## config.mk

```make
export PLATFORM = sky130hd
export DESIGN_NAME = urft_step
export DESIGN_NICKNAME = d
export VERILOG_FILES = /design/src/rtl/core/urft_pkg.sv /design/src/rtl/core/urft_step.sv
export SDC_FILE = /design/constraint.sdc
export NUM_CORES = 1
export LEC_CHECK = 0
export ABC_AREA = 1
export BUFFER_PORTS_ARGS = -buffer_cell sky130_fd_sc_hd__buf_2
export CAP_MARGIN = 20
export CELL_PAD_IN_SITES_DETAIL_PLACEMENT = 0
export CELL_PAD_IN_SITES_GLOBAL_PLACEMENT = 2
export CORE_UTILIZATION = 21
export DETAILED_ROUTE_END_ITERATION = 8
export GPL_TIMING_DRIVEN = 0
export MAX_ROUTING_LAYER = met4
export PLACE_DENSITY_LB_ADDON = 0.05
export SLEW_MARGIN = 25
export SYNTH_ARGS = -nofsm -noshare
export SYNTH_HDL_FRONTEND = slang
export SYNTH_SLANG_ARGS = --single-unit
```

## constraint.sdc

```tcl
create_clock -name vclk -period 2.06
set_clock_uncertainty 0.1 [all_clocks]
set_input_delay 0 -clock vclk [all_inputs]
set_output_delay 0 -clock vclk [all_outputs]
set_load 0.05 [all_outputs]
```

## src/rtl/core/urft_pkg.sv

```systemverilog
// Shared types and constants for the UART receive FIFO with idle timeout.
`default_nettype none

package urft_pkg;

	// Request codes carried in req_type
	localparam logic [1:0] REQ_BYTE  = 2'd0;
	localparam logic [1:0] REQ_TICK  = 2'd1;
	localparam logic [1:0] REQ_READ  = 2'd2;
	localparam logic [1:0] REQ_FLUSH = 2'd3;

	// Configuration register indexes
	localparam logic [1:0] REG_IDLE_TIMEOUT = 2'd0;
	localparam logic [1:0] REG_ALMOST_FULL  = 2'd1;

	// Field widths and reset values
	localparam int BYTE_W      = 8;
	localparam int COUNT_W     = 11;
	localparam int READ_W      = 7;
	localparam int CFG_INDEX_W = 2;
	localparam logic [7:0]  IDLE_TIMEOUT_RST = 8'd1;
	localparam logic [10:0] ALMOST_FULL_RST  = 11'd614;
	localparam logic [7:0]  IDLE_MAX         = 8'd255;

	// Input word
	typedef struct packed {
		logic [1:0] req_type;
		logic [7:0] rx_byte;
		logic       rx_error;
		logic [6:0] read_count;
	} in_word_t;

	// Result word
	typedef struct packed {
		logic [7:0]  rd_data;
		logic        rd_valid;
		logic        last_of_run;
		logic        event_received;
		logic        event_overflow;
		logic [10:0] unread_count;
	} out_word_t;

	// Operation request to the shared pointer and count unit
	typedef struct packed {
		logic cnt_up;
		logic cnt_dn;
	} step_op_t;

endpackage

`default_nettype wire

```

## src/rtl/core/urft_step.sv

```systemverilog
// Shared pointer-advance and fill-count unit used by both push and pop.
`default_nettype none

module urft_step #(
	parameter int DEPTH = 1024
) (
	input  wire logic                       [$clog2(DEPTH)-1:0]   ptr_in,
	input  wire logic                       [$clog2(DEPTH+1)-1:0] cnt_in,
	input  wire urft_pkg::step_op_t                               op,
	output logic                            [$clog2(DEPTH)-1:0]   ptr_next,
	output logic                            [$clog2(DEPTH+1)-1:0] cnt_next
);

	localparam int AW = $clog2(DEPTH);
	localparam int CW = $clog2(DEPTH + 1);

	// Advance pointer with wrap at the ring size
	always_comb begin
		if (ptr_in == AW'(DEPTH - 1)) begin
			ptr_next = '0;
		end else begin
			ptr_next = ptr_in + AW'(1);
		end
	end

	// Bump or drop the fill count
	always_comb begin
		if (op.cnt_up) begin
			cnt_next = cnt_in + CW'(1);
		end else if (op.cnt_dn) begin
			cnt_next = cnt_in - CW'(1);
		end else begin
			cnt_next = cnt_in;
		end
	end

endmodule

`default_nettype wire

```

==> results.sh, run 1 <==
export IMPL_p_sw_mw=0.190
export IMPL_synth_distinct_cells=23
export IMPL_finalSetupViolCount=0
export IMPL_cp_common_cell="buf_2"
export IMPL_drtIter0Drc=36
export IMPL_gp_congestion=0.734
export IMPL_wl_per_cell_microns=8.63
export IMPL_arrival_ns=1.21
export IMPL_regArea_sq_um=0
export IMPL_final_core_util=0.313
export IMPL_grt_max_degree=11
export IMPL_total_power_mw=0.257
export IMPL_dr_pass1_iters=5
export IMPL_crit_type="input port to output pin"
export IMPL_die_width_microns=59.5
export IMPL_fp_dieH_microns=59.5
export IMPL_finalCritPeriodShare=0.634
export IMPL_ant_nets=0
export IMPL_grt_pass1_vias=691
export IMPL_cp_end_kind="output pin"
export IMPL_hold_class="input port to output pin"
export IMPL_die_area_sq_um=3540
export IMPL_boundaryPins=44
export IMPL_ys_seq_area_frac=0
export IMPL_power_density_nw_per_um2=265
export IMPL_n_sequential_cell=0
export IMPL_core_area_sq_um=3100
export IMPL_synth_common_cells="nand2_1, inv_1, nand3_1"
export IMPL_nets=208
export IMPL_p_comb_frac=1.000
export IMPL_nClkBuffers=0
export IMPL_grt_antenna_before_repair=0
export IMPL_n_antenna_cell=0
export IMPL_period_minus_slack_ns=1.31
export IMPL_drive_above_1_share=0.344
export IMPL_timing_critical_path_from_type="input port"
export IMPL_hold_viol=0
export IMPL_seq_power_share=0
export IMPL_nFillCells=395
export IMPL_synth_top_cell_area_share=0.254
export IMPL_outcome="finished, final reports clean"
export IMPL_syn_to_final_growth_pct=39.6
export IMPL_finalSetupTns_ns=0
export IMPL_rows=20
export IMPL_initial_utilization=0.224
export IMPL_drcViolationCount=0
export IMPL_path_cells="buf_2 > ha_1 > nand2_1 > nor2_2 > nand4_1 > inv_2 > nor2_1 > buf_2"
export IMPL_p_sw_frac=0.739
export IMPL_crit_required_ns=1.96
export IMPL_max_freq_mhz=765
export IMPL_synth_area_leader_cell="nand2_1"
export IMPL_rsz0062_at_grt="no"
export IMPL_placed_cells=224
export IMPL_hpwl_microns=1740
export IMPL_path_max_fanout=5
export IMPL_synthesis_instances=136
export IMPL_critical_path_slowest_cell="nand4_1"
export IMPL_p_clk_frac=0
export IMPL_synth_most_common_cell="nand2_1"
export IMPL_maxCapViolCount=0
export IMPL_post_cts_resized=0
export IMPL_cts_setup_buffers=0
export IMPL_max_stage_delay_ns=0.26
export IMPL_ys_warn_count=0
export IMPL_vias_per_cell=4.16
export IMPL_netlist_area_sq_um=694
export IMPL_syn_nets=162
export IMPL_grt_usage=0.109
export IMPL_grt_pass1_wl_microns=3000
export IMPL_power_leakage_nw=0.601
export IMPL_netlist_top_cells_area="nand2_1, xor2_1, inv_1, nand3_1, ha_1"
export IMPL_hold_buffers=0
export IMPL_portBuffers=44
export IMPL_vias=931
export IMPL_report_final_slew_viol_count=0
export IMPL_p_int_mw=0.0671
export IMPL_fin_cells=224
export IMPL_worstMarginPinSlew_ns=0.245
export IMPL_grt_overflow_total=0
export IMPL_slew_headroom=0.836
export IMPL_routed_wl_microns=1930
export IMPL_ir_worst_vdd_v=0.000122
export IMPL_synth_avg_cell_area_sq_um=5.11
## cells in the final DEF (no fill, tap or decap), types with 3 or more instances in the layout
cell / count
o21ai_0: 3
inv_2: 5
nor2_1: 9
buf_2: 44
nor3_2: 3
ha_1: 3
inv_1: 20
nor2_2: 4
nand3b_1: 3
nand2_1: 47
nand4_1: 3
nand3_1: 14
xor2_1: 9
## path summary, 6_finish.rpt
check	startpoint	to	slack, ns	cells past startpoint
setup / recovery	ptr_in[0]	ptr_next[7]	0.75	8
hold / removal	ptr_in[2]	ptr_next[2]	0.27	3
## power by group through the flow
| stage | Combinational (mW) | Clock (mW) | Sequential, mW |
|---|---|---|---|
| floorplan | 0.181 | 0 | 0 |
| detailed placement | 0.259 | 0 | 0 |
| global route | 0.276 | 0 | 0 |
| global placement | 0.258 | 0 | 0 |
| CTS | 0.259 | 0 | 0 |
| finish | 0.257 | 0 | 0 |
## through the flow
stage | hold WS (ns) | setup WS [ns] | instance area (sq um)
floorplan | 0.154 | 0.701 | 694
global placement | 0.270 | 0.774 | 970
detailed placement | 0.271 | 0.753 | 970
CTS | 0.272 | 0.751 | 970
global route | 0.282 | 0.643 | 970
finish | 0.268 | 0.754 | 970
## layer usage
| metal | vias up | wire, microns | GRT usage |
|---|---|---|---|
| li1 | 513 | - | - |
| met1 | 381 | 995 | 0.162 |
| met2 | 37 | 802 | 0.175 |
| met3 | 0 | 135 | 0 |
| met4 | 0 | 0 | 0 |
| met5 | - | 0 | - |
## worst max-delay path: cells and delay by family
family,cells,cell delay (ns)
and+or+nand+nor,4,0.60
buffers and inverters,3,0.43
adders and majority gates,1,0.17
## kinds of logic (layout without fill, tap and decap cells)
logic type / Yosys count / after routing / share of synthesized area
buf+inv: 27 / 71 / 0.150
simple gates: 90 / 90 / 0.623
compound gates: 7 / 7 / 0.0595
fa+ha+maj: 3 / 3 / 0.0541
xor+xnor: 9 / 9 / 0.114
## cell type report
class,count,area [sq um],area share
Inverter,27,104,0.107
Tap cell,44,55.1,0.0568
Timing Repair Buffer,44,220,0.227
Multi-Input combinational cell,109,591,0.609
(Power assumes the default switching activity.)
==> inputs of run 2 (changes only) <==
CORE_UTILIZATION = 20   (was 21)
clock period = 1.35 ns   (was 2.06 ns; I/O delays follow)
==> run 2 against run 1 <==
  * Count of clock-buffer cells in the layout unchanged
  * Worst hold slack hardly changed
  * Largest cell class unchanged
  * Global-route usage down 0.44 points
  * Die area rose by 4.8%
  * Power up 55%
==> results.sh, run 2 (synthesis gave the netlist of run 1 again) <==
export IMPL_dr_pass1_iters=4
export IMPL_gp_congestion=0.735
export IMPL_regArea_sq_um=0
export IMPL_maxCapViolCount=0
export IMPL_grt_antenna_before_repair=0
export IMPL_hold_class="input port to output pin"
export IMPL_core_area_sq_um=3340
export IMPL_hold_buffers=0
export IMPL_finalCritPeriodShare=0.934
export IMPL_nFillCells=418
export IMPL_vias=888
export IMPL_die_width_microns=60.9
export IMPL_rows=21
export IMPL_crit_type="input port to output pin"
export IMPL_drive_above_1_share=0.350
export IMPL_grt_pass1_wl_microns=2950
export IMPL_arrival_ns=1.16
export IMPL_routed_wl_microns=1890
export IMPL_power_density_nw_per_um2=401
export IMPL_boundaryPins=44
export IMPL_post_cts_resized=0
export IMPL_cp_common_cell="nand2_1"
export IMPL_slew_headroom=0.837
export IMPL_hold_viol=0
export IMPL_fin_cells=226
export IMPL_timing_critical_path_from_type="input port"
export IMPL_nets=208
export IMPL_die_area_sq_um=3710
export IMPL_crit_required_ns=1.25
export IMPL_cts_setup_buffers=0
export IMPL_power_leakage_nw=0.604
export IMPL_max_freq_mhz=793
export IMPL_ir_worst_vdd_v=0.000193
export IMPL_design_area_sq_um=992
export IMPL_grt_pass1_vias=661
export IMPL_worstMarginPinSlew_ns=0.243
export IMPL_grt_overflow_total=0
export IMPL_fp_dieH_microns=60.9
export IMPL_placed_cells=226
export IMPL_critical_path_slowest_cell="clkbuf_4"
export IMPL_n_antenna_cell=0
export IMPL_grt_max_degree=11
export IMPL_wl_per_cell_microns=8.36
export IMPL_drtIter0Drc=26
export IMPL_nClkBuffers=0
export IMPL_period_minus_slack_ns=1.26
export IMPL_hold_path_end="ptr_next[2]"
export IMPL_syn_to_final_growth_pct=42.9
export IMPL_ant_nets=0
export IMPL_drcViolationCount=0
export IMPL_placed_area_sq_um=980
export IMPL_hpwl_microns=1700
export IMPL_finalSetupViolCount=0
export IMPL_path_max_fanout=5
export IMPL_initial_utilization=0.208
export IMPL_cp_end_kind="output pin"
export IMPL_multiInputGateArea_sq_um=603
export IMPL_portBuffers=44
export IMPL_hold_path_cell_count=3
export IMPL_layout_common_cells="nand2_1, buf_2, inv_1"
export IMPL_max_stage_delay_ns=0.22
export IMPL_path_cells="buf_2 > inv_1 > ha_1 > nand3_2 > nor2_4 > nand2_1 > nand2_1 > nand2_1 > nand2_1 > clkbuf_4"
export IMPL_layout_commonest_cell="nand2_1"
export IMPL_n_sequential_cell=0
export IMPL_grt_usage=0.104
export IMPL_outcome="finished, final reports clean"
export IMPL_vias_per_cell=3.93
export IMPL_report_final_slew_viol_count=0
export IMPL_min_from="ptr_in[2]"
export IMPL_final_core_util=0.297
-- run 2: cell count changes in the layout (fill, tap and decap cells not counted) --
cell / previous run / this run
clkbuf_4: 0 / 1
buf_2: 44 / 41
xor2_1: 9 / 8
xor2_2: 0 / 1
buf_4: 0 / 2
nor2_2: 4 / 3
nor2_4: 2 / 3
-- run 2: worst max-delay path by stage --
stage                    from            to  cells past startpoint
finish              cnt_in[0]   cnt_next[6]                     10
global route        ptr_in[0]   ptr_next[7]                      8
detailed placement  cnt_in[0]  cnt_next[10]                     10
CTS                 cnt_in[0]  cnt_next[10]                     10
floorplan           ptr_in[0]   ptr_next[8]                      5
global placement    cnt_in[0]   cnt_next[8]                     10
-- run 2: where the power goes --
part / switching, mW / internal [mW]
Combinational: 0.292 / 0.106
Clock: 0 / 0
Sequential: 0 / 0
-- run 2: metal layers --
| metal | vias to the layer above | wire length, microns | share of wire | GRT usage |
|---|---|---|---|---|
| met2 | 21 | 742 | 0.39 | 0.140 |
| met5 | - | 0 | 0 | - |
| li1 | 515 | - | - | - |
| met4 | 0 | 0 | 0 | 0 |
| met1 | 352 | 1080 | 0.57 | 0.178 |
| met3 | 0 | 66 | 0.035 | 0 |
-- run 2: through the flow --
stage	TNS, ns	power [mW]	hold WS (ns)	worst slack [ns]
global placement	0	0.396	0.267	0.0613
CTS	0	0.397	0.272	0.0383
floorplan	0	0.277	0.0807	0.0249
global route	-0.0572	0.433	0.298	-0.0191
detailed placement	0	0.396	0.271	0.0401
finish	0	0.398	0.268	0.0887
-- run 2: layout make-up --
class / count / area share
inverters: 27 / 0.105
multi-input cells: 109 / 0.608
well taps: 46 / 0.0580
repair buffers: 44 / 0.230
-- run 2: worst max-delay path, delay by kind of cell --
| family | cells | cell delay (ns) |
|---|---|---|
| and+or+nand+nor | 6 | 0.53 |
| buffers and inverters | 3 | 0.45 |
| adders and majority gates | 1 | 0.16 |
